[src/rtl/raw_pkg.sv]
// Shared types, codes and sizes for the reliable ack window block.
package raw_pkg;

    // Ring geometry
    localparam int WINDOW = 32;
    localparam int SLOT_W = $clog2(WINDOW);
    localparam int CNT_W  = $clog2(WINDOW + 1);

    // Field widths
    localparam int SEQ_W    = 32;
    localparam int TIME_W   = 32;
    localparam int MASK_W   = 32;
    localparam int LEN_W    = 16;
    localparam int RSND_W   = 8;
    localparam int IVL_W    = 16;
    localparam int IN_W     = TIME_W + SEQ_W + MASK_W + LEN_W;
    localparam int OUT_W    = 48;
    localparam int CFG_IDX_W = 2;
    localparam int CFG_W    = 16;

    // Configuration register indexes
    localparam logic [CFG_IDX_W-1:0] CFG_RESEND_INTERVAL = 2'd0;
    localparam logic [CFG_IDX_W-1:0] CFG_MAX_RESENDS     = 2'd1;
    localparam logic [CFG_IDX_W-1:0] CFG_MAX_PAYLOAD     = 2'd2;

    // Configuration reset values
    localparam logic [IVL_W-1:0]  RST_RESEND_INTERVAL = 16'd100;
    localparam logic [RSND_W-1:0] RST_MAX_RESENDS     = 8'd20;
    localparam logic [LEN_W-1:0]  RST_MAX_PAYLOAD     = 16'd1184;

    localparam logic [RSND_W-1:0] RSND_SAT = '1;

    typedef enum logic [1:0] {
        KIND_SEND = 2'd0,
        KIND_ACK  = 2'd1,
        KIND_TICK = 2'd2,
        KIND_CONN = 2'd3
    } t_kind;

    typedef enum logic [2:0] {
        RK_SENT   = 3'd0,
        RK_RESEND = 3'd1,
        RK_STATUS = 3'd2,
        RK_NOCONN = 3'd3,
        RK_FULL   = 3'd4,
        RK_LONG   = 3'd5
    } t_rkind;

    typedef struct packed {
        logic [SEQ_W-1:0]  seq;
        logic [TIME_W-1:0] sent_time;
        logic [RSND_W-1:0] resends;
    } t_entry;

    typedef struct packed {
        logic latch;
        logic scan_start;
        logic rd;
        logic ack_eval;
        logic tick_eval;
        logic pop;
        logic send;
        logic connect;
        logic status;
    } t_dp_cmd;

    typedef struct packed {
        t_kind kind;
        logic  link;
        logic  scan_end;
        logic  pop_ok;
        logic  due;
        logic  out_free;
    } t_dp_status;

endpackage

[src/rtl/reliable_ack_window.sv]
// Top level of the reliable ack window: sender-side retransmit bookkeeping.
//
// Input channel (s_axis): one item per event. tuser carries the kind (send,
// ack, tick, connect); tdata carries now_ms, ack_sequence, ack_mask and the
// payload length. Output channel (m_axis): result items, tuser the result kind,
// tlast set on the final result of an item.
// Configuration: i_cfg_we / i_cfg_index / i_cfg_data write resend interval,
// max resends and max payload length; write only while the block is idle.
//
// One item is handled at a time. A send is latched, dispatched and
// written to the result register once that is free; a connect passes
// through the dispatch, connect and status states. An ack walks the pending
// ring with a registered memory read, then a compare, for each entry, then
// pops acked head entries one per cycle. While the link is up a tick
// walks the ring the same way, each entry through the single read port.
// The next item is taken as soon as the last result sits in the output
// register, so a waiting result does not block acceptance.
// Reset: the link is down, the ring empty, registers at their defaults.
// A stalled receiver holds the result register; the walk pauses on the
// next resend until the register frees, and no result is lost.
module reliable_ack_window import raw_pkg::*; (
    input  logic                 i_clk,
    input  logic                 i_rst_n,
    // configuration
    input  logic                 i_cfg_we,
    input  logic [CFG_IDX_W-1:0] i_cfg_index,
    input  logic [CFG_W-1:0]     i_cfg_data,
    // input items
    input  logic                 i_s_axis_tvalid,
    output logic                 o_s_axis_tready,
    input  logic [IN_W-1:0]      i_s_axis_tdata,  // now_ms, ack_sequence, ack_mask, pay_len
    input  logic [1:0]           i_s_axis_tuser,  // kind
    // result items
    output logic                 o_m_axis_tvalid,
    input  logic                 i_m_axis_tready,
    output logic [OUT_W-1:0]     o_m_axis_tdata,  // sequence_out, slot_out, pending_out, link_up
    output logic [2:0]           o_m_axis_tuser,  // result_kind
    output logic                 o_m_axis_tlast   // last
);

    t_dp_cmd    cmd;
    t_dp_status status;

    raw_ctrl u_ctrl (
        .i_clk      (i_clk),
        .i_rst_n    (i_rst_n),
        .i_in_valid (i_s_axis_tvalid),
        .o_in_ready (o_s_axis_tready),
        .i_status   (status),
        .o_cmd      (cmd)
    );

    raw_dp u_dp (
        .i_clk       (i_clk),
        .i_rst_n     (i_rst_n),
        .i_cfg_we    (i_cfg_we),
        .i_cfg_index (i_cfg_index),
        .i_cfg_data  (i_cfg_data),
        .i_item_kind (i_s_axis_tuser),
        .i_item_data (i_s_axis_tdata),
        .i_cmd       (cmd),
        .o_status    (status),
        .i_out_ready (i_m_axis_tready),
        .o_out_valid (o_m_axis_tvalid),
        .o_out_kind  (o_m_axis_tuser),
        .o_out_data  (o_m_axis_tdata),
        .o_out_last  (o_m_axis_tlast)
    );

endmodule

[src/rtl/raw_dp.sv]
// Datapath: config registers, ring state, entry memory and result register.
module raw_dp import raw_pkg::*; (
    input  logic                 i_clk,
    input  logic                 i_rst_n,
    input  logic                 i_cfg_we,
    input  logic [CFG_IDX_W-1:0] i_cfg_index,
    input  logic [CFG_W-1:0]     i_cfg_data,
    input  logic [1:0]           i_item_kind,
    input  logic [IN_W-1:0]      i_item_data,
    input  t_dp_cmd              i_cmd,
    output t_dp_status           o_status,
    input  logic                 i_out_ready,
    output logic                 o_out_valid,
    output logic [2:0]           o_out_kind,
    output logic [OUT_W-1:0]     o_out_data,
    output logic                 o_out_last
);

    logic [IVL_W-1:0]  r_interval;
    logic [RSND_W-1:0] r_max_resends;
    logic [LEN_W-1:0]  r_max_len;

    logic              r_link;
    logic [SEQ_W-1:0]  r_next_seq;
    logic [SLOT_W-1:0] r_head;
    logic [CNT_W-1:0]  r_count;
    logic [CNT_W-1:0]  r_idx;
    logic [WINDOW-1:0] r_acked;

    t_entry            r_mem [WINDOW];
    t_entry            r_rd_entry;
    logic [SLOT_W-1:0] r_rd_slot;

    t_kind             r_kind;
    logic [TIME_W-1:0] r_now;
    logic [SEQ_W-1:0]  r_ack;
    logic [MASK_W-1:0] r_mask;
    logic [LEN_W-1:0]  r_len;

    logic              r_out_valid;
    t_rkind            r_out_kind;
    logic [SEQ_W-1:0]  r_out_seq;
    logic [SLOT_W-1:0] r_out_slot;
    logic [CNT_W-1:0]  r_out_pending;
    logic              r_out_link;
    logic              r_out_last;

    logic [SLOT_W-1:0] send_slot;
    logic [SLOT_W-1:0] rd_addr;
    logic              too_long;
    logic              full;
    logic              send_ok;
    logic [TIME_W-1:0] age;
    logic              due;
    logic              tick_hit;
    logic              drop;
    logic [SEQ_W-1:0]  seq_gap;
    logic [SEQ_W-1:0]  gap_m1;
    logic              ack_hit;
    logic              mem_we;
    logic [SLOT_W-1:0] mem_addr;
    t_entry            mem_wdata;
    logic              out_free;
    logic              out_load;
    t_rkind            send_kind;

    assign send_slot = r_head + r_count[SLOT_W-1:0];
    assign rd_addr   = r_head + r_idx[SLOT_W-1:0];
    assign too_long  = r_len > r_max_len;
    assign full      = r_count >= CNT_W'(WINDOW);
    assign send_ok   = i_cmd.send && r_link && !too_long && !full;

    // Age check for a resend, modulo 2^32
    assign age      = r_now - r_rd_entry.sent_time;
    assign due      = !r_acked[r_rd_slot] && (age >= TIME_W'(r_interval));
    assign tick_hit = i_cmd.tick_eval && due;
    assign drop     = r_rd_entry.resends >= r_max_resends;

    // Ack match: the newest sequence itself, or one of the 32 before it
    assign seq_gap = r_ack - r_rd_entry.seq;
    assign gap_m1  = seq_gap - SEQ_W'(1);
    assign ack_hit = (seq_gap == '0) ||
                     ((gap_m1 < SEQ_W'(MASK_W)) && r_mask[gap_m1[$clog2(MASK_W)-1:0]]);

    assign mem_we   = send_ok || tick_hit;
    assign mem_addr = send_ok ? send_slot : r_rd_slot;
    always_comb begin
        if (send_ok) begin
            mem_wdata.seq       = r_next_seq;
            mem_wdata.sent_time = r_now;
            mem_wdata.resends   = '0;
        end else begin
            mem_wdata.seq       = r_rd_entry.seq;
            mem_wdata.sent_time = r_now;
            mem_wdata.resends   = (r_rd_entry.resends == RSND_SAT) ? RSND_SAT :
                                  r_rd_entry.resends + RSND_W'(1);
        end
    end

    always_comb begin
        if (!r_link)       send_kind = RK_NOCONN;
        else if (too_long) send_kind = RK_LONG;
        else if (full)     send_kind = RK_FULL;
        else               send_kind = RK_SENT;
    end

    assign out_free = !r_out_valid || i_out_ready;
    assign out_load = i_cmd.send || tick_hit || i_cmd.status;

    // Entry memory: one write port, one registered read port
    always_ff @(posedge i_clk) begin
        if (mem_we) begin
            r_mem[mem_addr] <= mem_wdata;
        end
        if (i_cmd.rd) begin
            r_rd_entry <= r_mem[rd_addr];
            r_rd_slot  <= rd_addr;
        end
    end

    // Acked flags, latched item and result fields: no reset needed
    always_ff @(posedge i_clk) begin
        if (send_ok) begin
            r_acked[send_slot] <= 1'b0;
        end
        if (i_cmd.ack_eval && ack_hit) begin
            r_acked[r_rd_slot] <= 1'b1;
        end
        if (i_cmd.latch) begin
            r_kind <= t_kind'(i_item_kind);
            r_now  <= i_item_data[TIME_W-1:0];
            r_ack  <= i_item_data[TIME_W +: SEQ_W];
            r_mask <= i_item_data[TIME_W+SEQ_W +: MASK_W];
            r_len  <= i_item_data[TIME_W+SEQ_W+MASK_W +: LEN_W];
        end
        if (out_load) begin
            r_out_last <= !tick_hit;
            if (i_cmd.send) begin
                r_out_kind    <= send_kind;
                r_out_seq     <= send_ok ? r_next_seq : '0;
                r_out_slot    <= send_ok ? send_slot : '0;
                r_out_pending <= send_ok ? r_count + CNT_W'(1) : r_count;
                r_out_link    <= r_link;
            end else if (tick_hit) begin
                r_out_kind    <= RK_RESEND;
                r_out_seq     <= r_rd_entry.seq;
                r_out_slot    <= r_rd_slot;
                r_out_pending <= r_count;
                r_out_link    <= r_link && !drop;
            end else begin
                r_out_kind    <= RK_STATUS;
                r_out_seq     <= '0;
                r_out_slot    <= '0;
                r_out_pending <= r_count;
                r_out_link    <= r_link;
            end
        end
    end

    // Control state
    always_ff @(posedge i_clk) begin
        if (!i_rst_n) begin
            r_interval    <= RST_RESEND_INTERVAL;
            r_max_resends <= RST_MAX_RESENDS;
            r_max_len     <= RST_MAX_PAYLOAD;
            r_link        <= 1'b0;
            r_next_seq    <= '0;
            r_head        <= '0;
            r_count       <= '0;
            r_idx         <= '0;
            r_out_valid   <= 1'b0;
        end else begin
            if (i_cfg_we) begin
                case (i_cfg_index)
                    CFG_RESEND_INTERVAL: r_interval    <= i_cfg_data[IVL_W-1:0];
                    CFG_MAX_RESENDS:     r_max_resends <= i_cfg_data[RSND_W-1:0];
                    CFG_MAX_PAYLOAD:     r_max_len     <= i_cfg_data[LEN_W-1:0];
                    default: ;
                endcase
            end
            if (i_cmd.connect) begin
                r_link     <= 1'b1;
                r_next_seq <= '0;
            end else begin
                if (tick_hit && drop) r_link <= 1'b0;
                if (send_ok)          r_next_seq <= r_next_seq + SEQ_W'(1);
            end
            if (send_ok) begin
                r_count <= r_count + CNT_W'(1);
            end else if (i_cmd.pop) begin
                r_count <= r_count - CNT_W'(1);
            end
            if (i_cmd.pop) begin
                r_head <= r_head + SLOT_W'(1);
            end
            if (i_cmd.scan_start) begin
                r_idx <= '0;
            end else if (i_cmd.ack_eval || i_cmd.tick_eval) begin
                r_idx <= r_idx + CNT_W'(1);
            end
            if (out_load) begin
                r_out_valid <= 1'b1;
            end else if (i_out_ready) begin
                r_out_valid <= 1'b0;
            end
        end
    end

    assign o_status.kind     = r_kind;
    assign o_status.link     = r_link;
    assign o_status.scan_end = (r_idx == r_count);
    assign o_status.pop_ok   = (r_count != '0) && r_acked[r_head];
    assign o_status.due      = due;
    assign o_status.out_free = out_free;

    assign o_out_valid = r_out_valid;
    assign o_out_kind  = r_out_kind;
    assign o_out_last  = r_out_last;
    assign o_out_data  = {{(OUT_W-SEQ_W-SLOT_W-CNT_W-1){1'b0}},
                          r_out_link, r_out_pending, r_out_slot, r_out_seq};

    a_count_bound: assert property (@(posedge i_clk) disable iff (!i_rst_n)
        r_count <= CNT_W'(WINDOW))
        else $error("pending count above window");

    a_pop_nonempty: assert property (@(posedge i_clk) disable iff (!i_rst_n)
        i_cmd.pop |-> (r_count != '0))
        else $error("pop from empty ring");

    a_load_free: assert property (@(posedge i_clk) disable iff (!i_rst_n)
        out_load |-> out_free)
        else $error("result register overwritten");

    a_send_grows: assert property (@(posedge i_clk) disable iff (!i_rst_n)
        send_ok |=> (r_count == $past(r_count) + CNT_W'(1)))
        else $error("accepted send did not grow the ring");

endmodule

[src/rtl/raw_ctrl.sv]
// Controller: sequences send, ack walk, pop, tick walk and status results.
module raw_ctrl import raw_pkg::*; (
    input  logic       i_clk,
    input  logic       i_rst_n,
    input  logic       i_in_valid,
    output logic       o_in_ready,
    input  t_dp_status i_status,
    output t_dp_cmd    o_cmd
);

    typedef enum logic [3:0] {
        ST_IDLE,
        ST_DISPATCH,
        ST_SEND,
        ST_CONN,
        ST_ACK_RD,
        ST_ACK_EV,
        ST_POP,
        ST_TICK_RD,
        ST_TICK_EV,
        ST_STATUS
    } t_state;

    t_state r_state;
    t_state n_state;

    always_comb begin
        o_cmd   = '0;
        n_state = r_state;
        case (r_state)
            ST_IDLE: begin
                if (i_in_valid) begin
                    o_cmd.latch = 1'b1;
                    n_state     = ST_DISPATCH;
                end
            end
            ST_DISPATCH: begin
                case (i_status.kind)
                    KIND_SEND: n_state = ST_SEND;
                    KIND_ACK: begin
                        o_cmd.scan_start = 1'b1;
                        n_state          = ST_ACK_RD;
                    end
                    KIND_TICK: begin
                        o_cmd.scan_start = 1'b1;
                        n_state          = i_status.link ? ST_TICK_RD : ST_STATUS;
                    end
                    default: n_state = ST_CONN;
                endcase
            end
            ST_SEND: begin
                if (i_status.out_free) begin
                    o_cmd.send = 1'b1;
                    n_state    = ST_IDLE;
                end
            end
            ST_CONN: begin
                o_cmd.connect = 1'b1;
                n_state       = ST_STATUS;
            end
            ST_ACK_RD: begin
                if (i_status.scan_end) begin
                    n_state = ST_POP;
                end else begin
                    o_cmd.rd = 1'b1;
                    n_state  = ST_ACK_EV;
                end
            end
            ST_ACK_EV: begin
                o_cmd.ack_eval = 1'b1;
                n_state        = ST_ACK_RD;
            end
            ST_POP: begin
                if (i_status.pop_ok) begin
                    o_cmd.pop = 1'b1;
                end else begin
                    n_state = ST_STATUS;
                end
            end
            ST_TICK_RD: begin
                if (i_status.scan_end) begin
                    n_state = ST_STATUS;
                end else begin
                    o_cmd.rd = 1'b1;
                    n_state  = ST_TICK_EV;
                end
            end
            ST_TICK_EV: begin
                // hold while a resend waits for the result register
                if (!i_status.due || i_status.out_free) begin
                    o_cmd.tick_eval = 1'b1;
                    n_state         = ST_TICK_RD;
                end
            end
            ST_STATUS: begin
                if (i_status.out_free) begin
                    o_cmd.status = 1'b1;
                    n_state      = ST_IDLE;
                end
            end
            default: n_state = ST_IDLE;
        endcase
    end

    always_ff @(posedge i_clk) begin
        if (!i_rst_n) begin
            r_state <= ST_IDLE;
        end else begin
            r_state <= n_state;
        end
    end

    assign o_in_ready = (r_state == ST_IDLE);

endmodule

[config.mk]
export PLATFORM = sky130hd
export DESIGN_NAME = reliable_ack_window
export DESIGN_NICKNAME = d
export VERILOG_FILES = /design/src/rtl/raw_pkg.sv /design/src/rtl/reliable_ack_window.sv /design/src/rtl/raw_dp.sv /design/src/rtl/raw_ctrl.sv
export SDC_FILE = /design/constraint.sdc
export NUM_CORES = 2
export LEC_CHECK = 0
export CORE_ASPECT_RATIO = 0.7
export CORE_MARGIN = 3
export CORE_UTILIZATION = 36
export DETAILED_ROUTE_END_ITERATION = 6
export DONT_BUFFER_PORTS = 1
export PLACE_DENSITY = 0.52
export SLEW_MARGIN = 20
export SYNTH_ARGS = -nofsm -noshare
export SYNTH_HDL_FRONTEND = slang
export SYNTH_SLANG_ARGS = --single-unit
[constraint.sdc]
create_clock -name i_clk -period 11.48 [get_ports i_clk]
set_input_delay 1.148 -clock i_clk [delete_from_list [all_inputs] [get_ports i_clk]]
set_output_delay 1.148 -clock i_clk [all_outputs]
set_load 0.005 [all_outputs]
==> key figures <==
Outcome
  • Outcome: finished, final reports clean

Yosys
  • Sequential fraction of the synthesis area: 73.0%
  • Synth top area share: 70.7%
  • Post-Synthesis Cells: 6257
  • Primary FF master, synth: edfxtp_1
  • Post-synthesis cell area: 108000 µm²
  • Largest cells by area after synthesis: edfxtp_1 (71%), mux4_2 (13%), nand2_1 (3.1%)
  • Syn avg cell area: 17.3 µm²
  • Flops & latches, synth: 2670
  • Yosys Warn Count: 0
  • Async S/R FF share, synth: 0%
  • Distinct cells, synth: 86
  • EDFF count, synth: 2543
  • Dominant cell type by area after synthesis: edfxtp_1

Clocking
  • Worst skew pair latency: 920 ps
  • Post-cts sizing count: 0
  • Post-CTS setup buffer count: 0
  • Cts hold-fix bufs: 0
  • TritonCTS clock tree: done
  • CTS clk-pin slew, worst paths: 70 ps
  • Longest Clk Path Bufs: 4
  • H-tree lvl count: 4
  • Clk root buf: clkbuf_16
  • # clock sinks: 2670
  • CTS Buf Count: 246

STA
  • Crit path time final: 8240 ps
  • Clock Skew: 83.3 ps
  • Rel. slew slack: 25.1%
  • Final setup violation count: 0
  • Hold Fails Final Rpt: 0
  • RSZ-0062 raised after global routing: false
  • Fmax: 121 MHz
  • Slew at the pin with the worst max-slew slack: 1110 ps
  • Final Slew Violations: 0
  • Setup TNS: 0 ps
  • Setup ws final: 3240 ps
  • Final Cycle Share: 71.8%

Power and ir drop
  • Static leakage: 0.0380 µW
  • Pwr/cell area: 192 nW/µm²
  • Peak VDD IR: 0.142 mV

Die
  • DIE AREA: 307000 µm²
  • Num rows: 167
  • I/O pin total: 191
  • Die height: 464 µm
  • Core area: 297000 µm²
  • Initial Utilization: 36.3%
  • Die Width: 661 µm

Placed design
  • Post-DP HPWL: 189000 µm
  • IO Port Bufs: 0
  • Final GP Congestion: 0.815
  • Dpl ws: 3230 ps

Min path
  • Worst Hold End: u_dp.r_max_resends[2]$_SDFFE_PN1P_
  • Hold Crit Start: i_rst_n
  • Worst min path class: primary input to flip-flop
  • Worst hold stages: 1

Cells and area
  • Nets: 6621
  • Layout cells sized above 1: 18.7%
  • Synthesis-to-finish area growth: 12.6%

Global routing
  • Largest net degree at the start of global routing: 106
  • Vias in the first global route: 57500
  • Overall global routing resource usage: 20.0%
  • Wire length of the first global-routing pass: 443000 µm
  • Initial antenna violation count: 27
  • GRT overflow: 0

Critical path
  • Worst EP required: 11990 ps
  • Crit. End Element: flip-flop
  • Critical-path maximum fanout: 33
  • Worst reg2reg endpoint: u_dp.r_mem[6][13]$_DFFE_PP_
  • Reg2Reg Depth: 26
  • Reg2Reg Launch Point: u_dp.r_now[0]$_DFFE_PP_
  • Critical path class: flip-flop to flip-flop
  • R2R setup slack: 3240 ps
  • Critical Path AT: 8750 ps
  • CP startpoint: u_dp.r_now[0]$_DFFE_PP_
  • Crit start category: flip-flop

Detailed routing
  • Drt first pass iters: 6
  • Routed via count: 58900
  • Final ANT Viol Nets: 0
  • Vias/cell: 5.60
  • Mean routed wirelength per cell: 29.7 µm
  • Starting DRT DRC Count: 7123
  • Post-route DRC: 0
  • Detailed Route WL: 312000 µm

Run
  • Number of max-cap violations: 0
[synthesized netlist by cell type (20+ instances only)]
cell	count
nor2b_1	20
nand4_1	32
buf_1	114
o211ai_1	26
nand3_1	403
inv_1	135
mux2i_1	22
nor3_1	45
nor2_1	134
ha_1	122
xnor2_1	64
xor2_1	34
dfxtp_1	127
nand2_1	899
edfxtp_1	2543
and3_1	24
a21oi_1	137
o21ai_0	265
mux4_2	605
clkbuf_1	199
a21o_1	26
[power by group]
group / switching [µW] / internal [µW]
Sequential: 185 / 11100
Combinational: 2400 / 1670
Clock: 3610 / 4400
Total: 6190 / 17200
[stage by stage]
step,area (µm²),total power [µW],instances,utilization [%],hold slack [ps]
floorplan,108000,14300,6260,-,436
global placement,114000,15600,10100,38.3,443
detailed placement,114000,15600,10100,38.3,447
CTS,121000,23600,10500,40.9,251
global route,122000,24400,10500,40.9,269
finish,122000,23400,10500,40.9,328
[logic make-up after synthesis]
kind of cell	Yosys count	share of synthesized area (%)
other	1	0.00347
multiplexers	630	12.8
flip-flops	2670	73.0
buffers and inverters	463	1.64
AO/OA/AOI/OAI	605	3.39
XOR/XNOR	99	0.815
AND/OR/NAND/NOR	1663	6.81
adder cells (fa/ha/maj)	126	1.49
[how the worst max path moves through the flow]
stage                     slack [ps]  cells past startpoint                     endpoint
after floorplan                 1910                     24   u_dp.r_mem[0][0]$_DFFE_PP_
after global placement          3230                     26  u_dp.r_mem[6][14]$_DFFE_PP_
after detailed placement        3230                     21  u_dp.r_mem[6][17]$_DFFE_PP_
after CTS                       3230                     23  u_dp.r_mem[6][19]$_DFFE_PP_
after global routing            2720                     23  u_dp.r_mem[6][13]$_DFFE_PP_
final                           3240                     26  u_dp.r_mem[6][13]$_DFFE_PP_
[routing by layer]
metal	vias to the layer above	part of all wire [%]	track usage, %
li1	24800	-	-
met1	31300	47	31.5
met5	-	0.016	0
met2	2435	43	28.6
met3	350	8.8	4.22
met4	6	1.8	3.60
[registers in the layout (all words and copies together) (netlist names), 32 cells and up]
name             count
u_dp.r_next_seq     32
u_dp.r_ack          32
u_dp.r_out_seq      32
u_dp.r_now          32
u_dp.r_mem        2304
u_dp.r_acked        32
u_dp.r_mask         32
u_dp.r_rd_entry     72
[layout by cell type (no fill, tap or decap), types with 13 or more instances in the layout]
cell,n
clkbuf_1,52
a21oi_1,131
nand3_1,403
inv_1,134
nor4_1,15
o211ai_1,26
o21ai_4,21
bufinv_16,18
a21o_1,26
xor2_1,34
mux4_2,605
buf_12,14
buf_4,154
nand2_1,898
nor2b_1,20
o21ai_0,233
nor2_4,16
mux2i_1,22
nand2b_1,16
and3_1,23
nor3_1,27
nor3_2,19
nand4_1,32
nor2_1,118
clkbuf_16,251
o21a_1,15
clkinv_1,56
ha_1,121
clkinv_2,35
a211oi_1,15
edfxtp_1,2543
or3_1,13
xnor2_1,61
dfxtp_1,127
[layout make-up]
cell class / instances / area [µm²]
sequential: 2670 / 78900
timing repair buffer: 175 / 1580
clock inverter: 130 / 1110
inverter: 138 / 536
antenna: 7 / 17.5
multi-input combinational: 3127 / 28000
tap: 3971 / 4970
clock buffer: 307 / 6510
fill: 26500 / 176000
[worst max-delay path, stage by stage (launching register included)]
cell	delay (ps)
edfxtp_1	360
buf_4	250
inv_1	100
ha_1	180
inv_1	60
fa_1	420
a211oi_1	360
o21ai_1	280
a21oi_1	290
nor3_1	70
nor2_1	120
xnor2_1	80
ha_1	340
a211oi_1	90
nand2_1	120
o211ai_1	110
a211oi_1	470
a2111oi_0	120
nand4_1	140
a2111o_1	120
or4_4	250
o21bai_4	150
o31ai_1	690
nand2_1	450
nor2_4	680
buf_4	620
buf_4	710
Power figures use the tool's default switching activity.
